$ cat src/lru_key_value_cache_defines.svh
// Assertion macros used by the cache module to check its own logic.
`ifndef LRU_KEY_VALUE_CACHE_DEFINES_SVH
`define LRU_KEY_VALUE_CACHE_DEFINES_SVH

// A condition that must hold at every clock edge outside reset.
`define LKVC_ASSERT_ALWAYS(lbl, clk_s, rst_s, cond, msg) \
  lbl: assert property (@(posedge clk_s) disable iff (!rst_s) (cond)) else $error(msg);

// When the antecedent holds, the consequent must hold in the same cycle.
`define LKVC_ASSERT_IMPLIES(lbl, clk_s, rst_s, ante, cons, msg) \
  lbl: assert property (@(posedge clk_s) disable iff (!rst_s) (ante) |-> (cons)) \
    else $error(msg);

`endif

$ cat src/lkvc_pkg.sv
package lkvc_pkg;

  // Default configuration of the cache.
  localparam int ENTRIES_DEF  = 16;
  localparam int KEY_BITS_DEF = 64;

  // Fixed field widths.
  localparam int KEY_W   = 64;
  localparam int VALUE_W = 32;
  localparam int CAP_W   = 5;

  // Capacity register value after reset.
  localparam logic [CAP_W-1:0] CAP_RESET = 5'd16;

  // Command codes.
  localparam logic CMD_GET = 1'b0;
  localparam logic CMD_PUT = 1'b1;

  // Value returned by a get that misses.
  localparam logic signed [VALUE_W-1:0] MISS_VALUE = '1;

endpackage

$ cat src/lkvc_in_if.sv
// Request channel: one get or put per transfer.
interface lkvc_in_if
  import lkvc_pkg::*;
();
  logic                      valid;
  logic                      ready;
  logic                      command;
  logic        [KEY_W-1:0]   key;
  logic signed [VALUE_W-1:0] value;

  modport source (output valid, output command, output key, output value, input ready);
  modport sink   (input valid, input command, input key, input value, output ready);
endinterface

$ cat src/lkvc_out_if.sv
// Result channel: one transfer per get.
interface lkvc_out_if
  import lkvc_pkg::*;
();
  logic                      valid;
  logic                      ready;
  logic                      hit;
  logic signed [VALUE_W-1:0] read_value;

  modport source (output valid, output hit, output read_value, input ready);
  modport sink   (input valid, input hit, input read_value, output ready);
endinterface

$ cat src/lru_key_value_cache.sv
// Channel  | Direction | Payload                      | Transfer
// ---------+-----------+------------------------------+------------------------
// in_ch    | sink      | command, key, value          | valid && ready
// out_ch   | source    | hit, read_value              | valid && ready
// cfg_*    | write     | cfg_wdata (capacity)         | cfg_we at clock edge
//
// One request is taken per cycle while the request register can advance; a get
// waits there while a stalled result holds the result register. A get passes
// through the input register and then the result register, which surround the
// combinational tag compare and rank update over all entries.
// A put produces no result and never waits on the result channel.
// Reset (synchronous, rst_n low) clears all valid bits, ranks, occupancy and
// sets capacity to sixteen; no clearing pass is needed.
// A stalled result holds the request register only when it holds a get.
`include "lru_key_value_cache_defines.svh"

module lru_key_value_cache
  import lkvc_pkg::*;
#(
  parameter int ENTRIES  = ENTRIES_DEF,
  parameter int KEY_BITS = KEY_BITS_DEF
) (
  input  logic             clk,
  input  logic             rst_n,
  lkvc_in_if.sink          in_ch,
  lkvc_out_if.source       out_ch,
  input  logic             cfg_we,
  input  logic [CAP_W-1:0] cfg_wdata
);

  localparam int RANK_W = $clog2(ENTRIES);
  localparam int OCC_W  = $clog2(ENTRIES + 1);
  localparam int CMP_W  = (OCC_W > CAP_W) ? OCC_W : CAP_W;

  // Configuration.
  logic [CAP_W-1:0] cap_r;

  // Request register.
  logic                      inq_vld_r;
  logic                      inq_cmd_r;
  logic [KEY_BITS-1:0]       inq_key_r;
  logic signed [VALUE_W-1:0] inq_val_r;
  logic                      inq_vld_nxt;

  // Entry state.
  logic [ENTRIES-1:0]        valid_r;
  logic [RANK_W-1:0]         rank_r  [ENTRIES];
  logic [KEY_BITS-1:0]       key_r   [ENTRIES];
  logic signed [VALUE_W-1:0] value_r [ENTRIES];
  logic [OCC_W-1:0]          occ_r;
  logic [RANK_W-1:0]         rank_nxt [ENTRIES];

  // Result register.
  logic                      res_vld_r;
  logic                      res_hit_r;
  logic signed [VALUE_W-1:0] res_val_r;
  logic                      res_vld_nxt;

  // Lookup and update logic.
  logic                      in_xfer;
  logic                      advance;
  logic                      is_put;
  logic [ENTRIES-1:0]        hit_vec;
  logic [ENTRIES-1:0]        victim_vec;
  logic [ENTRIES-1:0]        free_vec;
  logic [ENTRIES-1:0]        tgt_vec;
  logic                      hit_any;
  logic [RANK_W-1:0]         hit_rank;
  logic signed [VALUE_W-1:0] hit_val;
  logic                      free_found;
  logic [OCC_W-1:0]          occ_m1;
  logic [CMP_W-1:0]          occ_ext;
  logic [CMP_W-1:0]          cap_ext;
  logic                      full;
  logic [OCC_W-1:0]          old_rank;
  logic                      promote_all;
  logic                      update;
  logic                      insert_new;

  // Handshake control: a put always proceeds, a get needs room for its result.
  assign is_put      = (inq_cmd_r == CMD_PUT);
  assign advance     = inq_vld_r && (is_put || !res_vld_r || out_ch.ready);
  assign in_ch.ready = !inq_vld_r || advance;
  assign in_xfer     = in_ch.valid && in_ch.ready;

  assign out_ch.valid      = res_vld_r;
  assign out_ch.hit        = res_hit_r;
  assign out_ch.read_value = res_val_r;

  // Parallel tag compare and the value and rank of the matching entry.
  always_comb begin
    hit_rank = '0;
    hit_val  = '0;
    for (int i = 0; i < ENTRIES; i++) begin
      hit_vec[i] = valid_r[i] && (key_r[i] == inq_key_r);
      hit_rank   = hit_rank | (hit_vec[i] ? rank_r[i] : '0);
      hit_val    = hit_val | (hit_vec[i] ? value_r[i] : '0);
    end
    hit_any = |hit_vec;
  end

  // The least recent entry holds rank occupancy - 1.
  assign occ_m1 = occ_r - OCC_W'(1);
  always_comb begin
    for (int i = 0; i < ENTRIES; i++) begin
      victim_vec[i] = valid_r[i] && (OCC_W'(rank_r[i]) == occ_m1);
    end
  end

  // First free slot, lowest index wins.
  always_comb begin
    free_vec   = '0;
    free_found = 1'b0;
    for (int i = 0; i < ENTRIES; i++) begin
      if (!valid_r[i] && !free_found) begin
        free_vec[i] = 1'b1;
        free_found  = 1'b1;
      end
    end
  end

  // Full when occupancy reaches capacity; zero counts as one, and the slot
  // count caps a larger setting.
  assign occ_ext = CMP_W'(occ_r);
  assign cap_ext = (cap_r == '0) ? CMP_W'(1) : CMP_W'(cap_r);
  assign full    = (occ_ext >= cap_ext) || (occ_r == OCC_W'(ENTRIES));

  // Choose the slot to touch and the rank it leaves.
  always_comb begin
    promote_all = 1'b0;
    if (hit_any) begin
      tgt_vec  = hit_vec;
      old_rank = OCC_W'(hit_rank);
    end else if (full) begin
      tgt_vec  = victim_vec;
      old_rank = occ_m1;
    end else begin
      tgt_vec     = free_vec;
      old_rank    = occ_r;
      promote_all = 1'b1;
    end
  end

  assign update     = advance && (is_put || hit_any);
  assign insert_new = advance && is_put && !hit_any && !full;

  // Promotion: the touched slot becomes rank zero, more recent entries age.
  always_comb begin
    for (int i = 0; i < ENTRIES; i++) begin
      if (tgt_vec[i]) begin
        rank_nxt[i] = '0;
      end else if (valid_r[i] && (promote_all || (OCC_W'(rank_r[i]) < old_rank))) begin
        rank_nxt[i] = rank_r[i] + RANK_W'(1);
      end else begin
        rank_nxt[i] = rank_r[i];
      end
    end
  end

  // Next state of the request and result valid flags.
  always_comb begin
    if (in_xfer) begin
      inq_vld_nxt = 1'b1;
    end else if (advance) begin
      inq_vld_nxt = 1'b0;
    end else begin
      inq_vld_nxt = inq_vld_r;
    end

    if (advance && !is_put) begin
      res_vld_nxt = 1'b1;
    end else if (out_ch.ready) begin
      res_vld_nxt = 1'b0;
    end else begin
      res_vld_nxt = res_vld_r;
    end
  end

  // Control state.
  always_ff @(posedge clk) begin
    if (!rst_n) begin
      cap_r     <= CAP_RESET;
      inq_vld_r <= 1'b0;
      res_vld_r <= 1'b0;
      valid_r   <= '0;
      occ_r     <= '0;
      for (int i = 0; i < ENTRIES; i++) begin
        rank_r[i] <= '0;
      end
    end else begin
      if (cfg_we) begin
        cap_r <= cfg_wdata;
      end
      inq_vld_r <= inq_vld_nxt;
      res_vld_r <= res_vld_nxt;
      if (update) begin
        for (int i = 0; i < ENTRIES; i++) begin
          rank_r[i] <= rank_nxt[i];
        end
      end
      if (insert_new) begin
        valid_r <= valid_r | tgt_vec;
        occ_r   <= occ_r + OCC_W'(1);
      end
    end
  end

  // Payload registers: request, stored entries and result.
  always_ff @(posedge clk) begin
    if (in_xfer) begin
      inq_cmd_r <= in_ch.command;
      inq_key_r <= in_ch.key[KEY_BITS-1:0];
      inq_val_r <= in_ch.value;
    end
    if (advance && is_put) begin
      for (int i = 0; i < ENTRIES; i++) begin
        if (tgt_vec[i]) begin
          key_r[i]   <= inq_key_r;
          value_r[i] <= inq_val_r;
        end
      end
    end
    if (advance && !is_put) begin
      res_hit_r <= hit_any;
      res_val_r <= hit_any ? hit_val : MISS_VALUE;
    end
  end

  // Occupancy tracks the number of valid entries.
  `LKVC_ASSERT_ALWAYS(a_occ_count, clk, rst_n, $countones(valid_r) == int'(occ_r),
                      "occupancy differs from valid count")

  // Stored keys are distinct, so at most one entry matches.
  `LKVC_ASSERT_IMPLIES(a_hit_onehot, clk, rst_n, inq_vld_r, $onehot0(hit_vec),
                       "several entries match one key")

  // A miss result always carries the miss value.
  `LKVC_ASSERT_IMPLIES(a_miss_value, clk, rst_n, res_vld_r && !res_hit_r,
                       res_val_r == MISS_VALUE, "miss result without miss value")

  // An insert into a free slot always finds one.
  `LKVC_ASSERT_IMPLIES(a_free_slot, clk, rst_n, insert_new, free_found,
                       "insert without a free slot")

endmodule

$ cat src/flat_wrapper.sv
// flat-port wrapper written by rule: the top's interface ports become plain ports
module lru_key_value_cache_flat import lkvc_pkg::*;
#(
  parameter int ENTRIES  = ENTRIES_DEF,
  parameter int KEY_BITS = KEY_BITS_DEF
)
  (clk, rst_n, cfg_we, cfg_wdata, in_ch_valid, in_ch_command, in_ch_key, in_ch_value, in_ch_ready, out_ch_valid, out_ch_hit, out_ch_read_value, out_ch_ready);
  lkvc_in_if in_ch_i ();
  lkvc_out_if out_ch_i ();
  input  logic clk;
  input  logic rst_n;
  input  logic cfg_we;
  input  logic [CAP_W-1:0] cfg_wdata;
  input wire logic [$bits(in_ch_i.valid)-1:0] in_ch_valid;
  input wire logic [$bits(in_ch_i.command)-1:0] in_ch_command;
  input wire logic [$bits(in_ch_i.key)-1:0] in_ch_key;
  input wire logic [$bits(in_ch_i.value)-1:0] in_ch_value;
  output wire logic [$bits(in_ch_i.ready)-1:0] in_ch_ready;
  output wire logic [$bits(out_ch_i.valid)-1:0] out_ch_valid;
  output wire logic [$bits(out_ch_i.hit)-1:0] out_ch_hit;
  output wire logic [$bits(out_ch_i.read_value)-1:0] out_ch_read_value;
  input wire logic [$bits(out_ch_i.ready)-1:0] out_ch_ready;
  assign in_ch_i.valid = in_ch_valid;
  assign in_ch_i.command = in_ch_command;
  assign in_ch_i.key = in_ch_key;
  assign in_ch_i.value = in_ch_value;
  assign in_ch_ready = in_ch_i.ready;
  assign out_ch_valid = out_ch_i.valid;
  assign out_ch_hit = out_ch_i.hit;
  assign out_ch_read_value = out_ch_i.read_value;
  assign out_ch_i.ready = out_ch_ready;
  lru_key_value_cache #(.ENTRIES(ENTRIES), .KEY_BITS(KEY_BITS)) u_core (.clk(clk), .rst_n(rst_n), .in_ch(in_ch_i), .out_ch(out_ch_i), .cfg_we(cfg_we), .cfg_wdata(cfg_wdata));
endmodule
$ cat config.mk
export PLATFORM = sky130hd
export DESIGN_NAME = lru_key_value_cache_flat
export DESIGN_NICKNAME = d
export VERILOG_FILES = /design/src/lkvc_pkg.sv /design/src/lkvc_in_if.sv /design/src/lkvc_out_if.sv /design/src/lru_key_value_cache.sv /design/src/flat_wrapper.sv
export VERILOG_INCLUDE_DIRS = /design/src /design/src/src
export SDC_FILE = /design/constraint.sdc
export NUM_CORES = 2
export LEC_CHECK = 0
export BUFFER_PORTS_ARGS = -buffer_cell sky130_fd_sc_hd__buf_4
export CORE_MARGIN = 2
export CORE_UTILIZATION = 63
export CTS_BUF_LIST = sky130_fd_sc_hd__clkbuf_4 sky130_fd_sc_hd__clkbuf_8 sky130_fd_sc_hd__clkbuf_16
export CTS_CLUSTER_SIZE = 8
export DETAILED_ROUTE_END_ITERATION = 7
export HOLD_SLACK_MARGIN = 0.08
export PLACE_DENSITY = 0.8
export SYNTH_ARGS = -nofsm -noshare
export SYNTH_HDL_FRONTEND = slang
export SYNTH_SLANG_ARGS = --single-unit
$ cat constraint.sdc
create_clock -name clk -period 9.1 [get_ports clk]
set_input_delay 0.455 -clock clk [delete_from_list [all_inputs] [get_ports clk]]
set_output_delay 0.455 -clock clk [all_outputs]
set_load 0.1 [all_outputs]
# After elaboration in Yosys (flattened, before gate mapping)
# Memory sizes are Yosys's and may differ from the RTL's.
# Cells that the tools add are included.
totals:
  output_inout_bits: 35
  register_bits: 158
  ram_bits: 1600
  inputBits: 107
  wordCells: 430
  romBits: 0
  memories: 3
  latchBits: 0
memory_table:
  columns: ["name", "words", "word_bits", "rd", "rd_ports_with_merged_regs", "write_ports", "line_no", "text"]
  rows:
  - ["u_core.key_r", 16, 64, 16, 0, 16, "lru_key_value_cache.sv:48", "logic [KEY_BITS-1:0] key_r [ENTRIES];"]
  - ["u_core.value_r", 16, 32, 16, 0, 16, "lru_key_value_cache.sv:49", "logic signed [VALUE_W-1:0] value_r [ENTRIES];"]
  - ["u_core.rank_r", 16, 4, 16, 0, 16, "lru_key_value_cache.sv:47", "logic [RANK_W-1:0] rank_r [ENTRIES];"]
classes:
  bitwise_logic: 47
  shifts: 0
  eq_ne: 33
  reduce_logical: 129
  n_mux: 173
  add_sub_neg: 18
  order_cmp: 17
  div_mod_pow: 0
  multipliers: 0
op_table:
  columns: ["operator", "count"]
  rows:
  - ["$eq 64x64->1", 16]
  - ["$mux 32", 16]
  - ["$or 32x32->32", 15]
  - ["$mux 4", 64]
  - ["$mux 1", 88]
  - ["$eq 4x5->1", 16]
  - ["$lt 4x5->1", 16]
  - ["$logic_and 1x1->1", 70]
  - ["$add 4x1->4 const B", 16]
  - ["$or 4x4->4", 15]
  - ["$logic_not 1->1", 34]
  - ["$mux 16", 2]
  - ["$logic_or 1x1->1", 21]
  - ["$or 1x1->1", 16]
  - ["$or 16x16->16", 1]
  - ["$reduce_or 16->1", 1]
  - ["$mux 5", 3]
  - ["$add 5x1->5 const B", 1]
  - ["$eq 5x5->1 const B", 1]
  - ["$ge 5x5->1", 1]
  - ["$logic_not 5->1", 1]
  - ["$sub 5x1->5 const B", 1]
  - ["$reduce_bool 2->1", 2]

# Longest topological paths before layout
logic_depth:
  ltp_word: 50
  ltp_mapped: 20
  depth_no_buf: 17

# Worst setup path after synthesis
# No wires, ideal clock.
synth_timing:
  path_type: "register to register"
  from: "reg u_core.occ_r[0] (netlist: u_core.occ_ext[0])"
  to: "mem u_core.key_r[14][0] (netlist bit) (enable)"
  setup_ns: 0.582
  path_stages_with_launch: 14
  n_path_buf: 2
  slack_ns: 0.728
  arrival_ns: 7.790
  t_required_ns: 8.518
  period_less_slack_ns: 8.372
  cell_sequence: "dfxtp_1 > buf_1 > clkbuf_1 > inv_1 > ha_1 > nand2b_1 > a21o_1 > a21o_1 > and3_1 > nor4b_1 > and4_1 > a21oi_1 > nand2b_1 > a21oi_1"
synth_lines:
  columns: ["element", "line_no", "text"]
  rows:
  - ["start, declared", "lru_key_value_cache.sv:50", "logic [OCC_W-1:0] occ_r;"]
  - ["start signal, assigned", "lru_key_value_cache.sv:203", "occ_r <= occ_r + OCC_W'(1);"]
  - ["end, declared", "lru_key_value_cache.sv:48", null]

==> impl_summary.log <==
[metrics] met2 Usage GRT: 58.8%
[metrics] global-route wire length before repair: 361000 um
[metrics] leading cell types by total area after synthesis: sky130_fd_sc_hd__edfxtp_1, sky130_fd_sc_hd__xnor2_1, sky130_fd_sc_hd__nand2b_1
[metrics] wire length per cell after detailed routing: 34.4 um
[metrics] maximum vdd ir drop: 0.000204 V
[metrics] share of cells above drive strength 1: 11.7%
[metrics] non-filler cells in the finished layout: 7431
[metrics] clock slew seen by the registers of the worst setup and hold paths: 50 ps
[metrics] commonest cells after routing, fill and taps aside: sky130_fd_sc_hd__edfxtp_1, sky130_fd_sc_hd__xnor2_1, sky130_fd_sc_hd__nand2b_1
[metrics] hold-fix buffers at CTS: 111
[metrics] number of instances in the synthesized netlist: 5309
[metrics] worst rel slew slack: 9.81%
[metrics] row cnt: 128
[metrics] total leakage power: 28.3 nW
[metrics] number of enable-type register cells in the synthesized netlist: 1730
[metrics] via count of the first global-routing pass: 51.5k
[metrics] Setup violations, final: 0
[metrics] buffer type at the clock tree root: sky130_fd_sc_hd__clkbuf_16
[metrics] pre-CTS setup slack: 2890 ps
[metrics] overflow left after global routing: 0
[metrics] placed wire-length estimate after detailed placement: 152000 um
[metrics] number of nets in the final layout: 5908
[metrics] Final Max Tran Viols: 0
[metrics] Layout Cell Area excl Fill: 0.0883 mm2
[metrics] Top Ports: 142
[metrics] I/O Buffers: 141
[metrics] CTS H-Tree Depth: 4
[metrics] Critical Path Slowest Stage Cell: sky130_fd_sc_hd__edfxtp_1
[metrics] Seq/Total Area, Yosys: 67.9%
[metrics] maximum clock skew at final layout: 91.2 ps
[metrics] number of detailed-routing iterations run before antenna repair: 8
[metrics] core region area: 0.122 mm2
[metrics] top_reg_cell synth: sky130_fd_sc_hd__edfxtp_1
[metrics] run status: finished, final reports clean
[metrics] mean cell area of the mapped netlist: 14.6 um2
[metrics] detailed-route DRC error count: 0
[metrics] Crit Path Category: reg -> reg
[metrics] leading area contributor after synthesis: sky130_fd_sc_hd__edfxtp_1
[metrics] Slowest Stage Delay on Critical Path: 980 ps
[metrics] final period demand of the worst path: 6620 ps
[metrics] via density per instance: 7.14
[metrics] final worst path period share: 72.8%
[metrics] critical path, cell by cell: buf_4, xnor2_1, nand4_1, nor4_1, nand3_1, nor3b_4, buf_4, nor4_1, and4_1, buf_4, inv_2, a21oi_1, nor2_1, nor2_4, buf_4
[metrics] MaxCap Viol Count: 0
[metrics] most frequent standard cell in the layout excluding fill and tap cells: sky130_fd_sc_hd__edfxtp_1
[metrics] final hold slack: 305 ps
[metrics] maximum operating frequency: 0.151 GHz
[metrics] dpl cell area: 0.0806 mm2
[metrics] overall die area: 0.126 mm2
[metrics] met1 usage: 55.3%
[metrics] Horiz. Die Dim: 354 um
[metrics] routed wire length: 256000 um
[metrics] setup TNS after final layout: 0 ps
[metrics] clock tree from TritonCTS: yes
[metrics] layout-stage area growth over the synthesis result: 14.2%
[metrics] final hold violation count: 0
[metrics] cell count after placement: 7021
[metrics] GRT Util Overall: 40.3%
[metrics] Post CTS Setup Buffer Count: 0
[metrics] Yosys top cell area share: 67.2%
[metrics] number of antenna violations at the first check in global routing: 20
[metrics] crit path DAT: 7100 ps
[metrics] post-synthesis async set-or-reset flop share: 0%
[metrics] Worst-Margin Slew: 1340 ps
[metrics] total of flip-flops plus latches after synthesis: 1758
[metrics] GR met3 Demand/Resource: 10.9%
[metrics] Initial Util: 63.5%
[metrics] type of element launching the critical path: flip-flop
[metrics] number of buffers on the longest clock path: 3
[metrics] final worst setup slack: 2480 ps
[metrics] cell repeated most along the worst path: sky130_fd_sc_hd__buf_4
[metrics] DRC marker count from the first detailed-route iteration: 9732
[metrics] number of sinks on the clock net: 1758
[metrics] RSZ-0062 raised after global routing: no
[metrics] post-CTS sizing: 0
[metrics] largest fanout on the critical path: 37
[metrics] worst min-delay path class: in -> reg
[metrics] via count: 53.1k
[metrics] data required time of the worst path: 9580 ps
[metrics] Clk Latency, worst-skew pair: 880 ps
[metrics] chip height: 354 um
[metrics] total clock buffers created by CTS: 237
[metrics] largest net degree at the start of global routing: 97
[metrics] Antenna Nets Post-Route: 0
[metrics] number of distinct standard cells referenced by the synthesized netlist: 83
[metrics] final core area utilization: 72.6%
[metrics] yosys synthesis warning count: 0
[metrics] endpoint class of the critical path: flip-flop
[metrics] Synthesized Nets: 5471
[metrics] total power density per cell area: 207 mW/mm2
[metrics] most crowded layer after global routing: met2
[metrics] final weighted congestion in routability-driven placement: 1.01
[metrics] Post-Syn Area: 0.0773 mm2
[metrics] total design power: 18.3 mW
==> cell type report <==
class,instances,area [um2]
antenna,6,15.0
clock buffer,277,6230
clock inverter,16,377
fill,7503,33400
inverter,116,435
multi-input combinational,3208,23200
sequential,1758,52500
tap,1625,2030
timing repair buffer,425,3570
==> where the power goes <==
| group | total [mW] | internal [mW] | leakage (nW) | switching, mW |
|---|---|---|---|---|
| sequential | 9.12 | 8.99 | 16.0 | 0.125 |
| clock | 8.07 | 4.75 | 3.25 | 3.32 |
| combinational | 1.13 | 0.357 | 9.06 | 0.774 |
==> synth_stat cells (65+ instances only) <==
master / instances
sky130_fd_sc_hd__edfxtp_1: 1730
sky130_fd_sc_hd__xnor2_1: 634
sky130_fd_sc_hd__nand2b_1: 439
sky130_fd_sc_hd__nand4_1: 405
sky130_fd_sc_hd__xor2_1: 228
sky130_fd_sc_hd__nor2_1: 176
sky130_fd_sc_hd__nor4_1: 151
sky130_fd_sc_hd__nand2_1: 138
sky130_fd_sc_hd__nand3_1: 129
sky130_fd_sc_hd__inv_1: 112
sky130_fd_sc_hd__a221oi_1: 109
sky130_fd_sc_hd__a22o_1: 104
sky130_fd_sc_hd__buf_4: 68
sky130_fd_sc_hd__a22oi_1: 67
sky130_fd_sc_hd__clkbuf_1: 65
==> path summary, 6_finish.rpt <==
check / end / slack (ps) / from / depth (start not counted)
worst max-delay path: u_core.value_r[15][23] / 2480 / u_core.inq_key_r[13] / 15
worst min-delay path: u_core.inq_val_r[12] / 300 / in_ch_value[12] / 2
worst max register to register: u_core.value_r[15][23] / 2480 / u_core.inq_key_r[13] / 15
worst min register to register: u_core.key_r[3][58] / 490 / u_core.inq_key_r[58] / 0
==> layer usage <==
metal  up-vias  share of wire (%)
met5         -              0.017
met1     25978                 35
met3       945                 15
met4         8                6.4
met2      4918                 43
li1      21243                  -
==> logic make-up (layout without fill, tap and decap cells) <==
logic type               Yosys count  in the layout  synth area share (%)
buffers and inverters            343            834                  2.47
XOR/XNOR                         865            865                  9.83
AND/OR/NAND/NOR                 1753           1753                  13.4
flip-flops                      1758           1758                  67.9
AO/OA/AOI/OAI                    530            530                  5.47
multiplexers                       5              5                0.0647
other                              0              6                     0
adder cells (fa/ha/maj)           55             55                 0.890
==> flip-flops by register name, indices dropped and copies added, names as in the netlist, 5 cells and up <==
register	cells
u_core.inq_val_r	32
u_core.rank_r	64
u_core.occ_ext	5
u_core.valid_r	16
u_core.value_r	512
u_core.inq_key_r	64
u_core.cap_r	5
u_core.key_r	1024
u_core.out_ch.read_value	32
==> worst max-delay path: cells and delay by family, from the launching register on <==
family / cells / cell delay (ps)
XOR/XNOR: 1 / 220
flip-flops: 1 / 980
AND/OR/NAND/NOR: 8 / 2330
buffers and inverters: 5 / 2260
AO/OA/AOI/OAI: 1 / 240
Note: power is estimated with default switching activity, not from simulation.
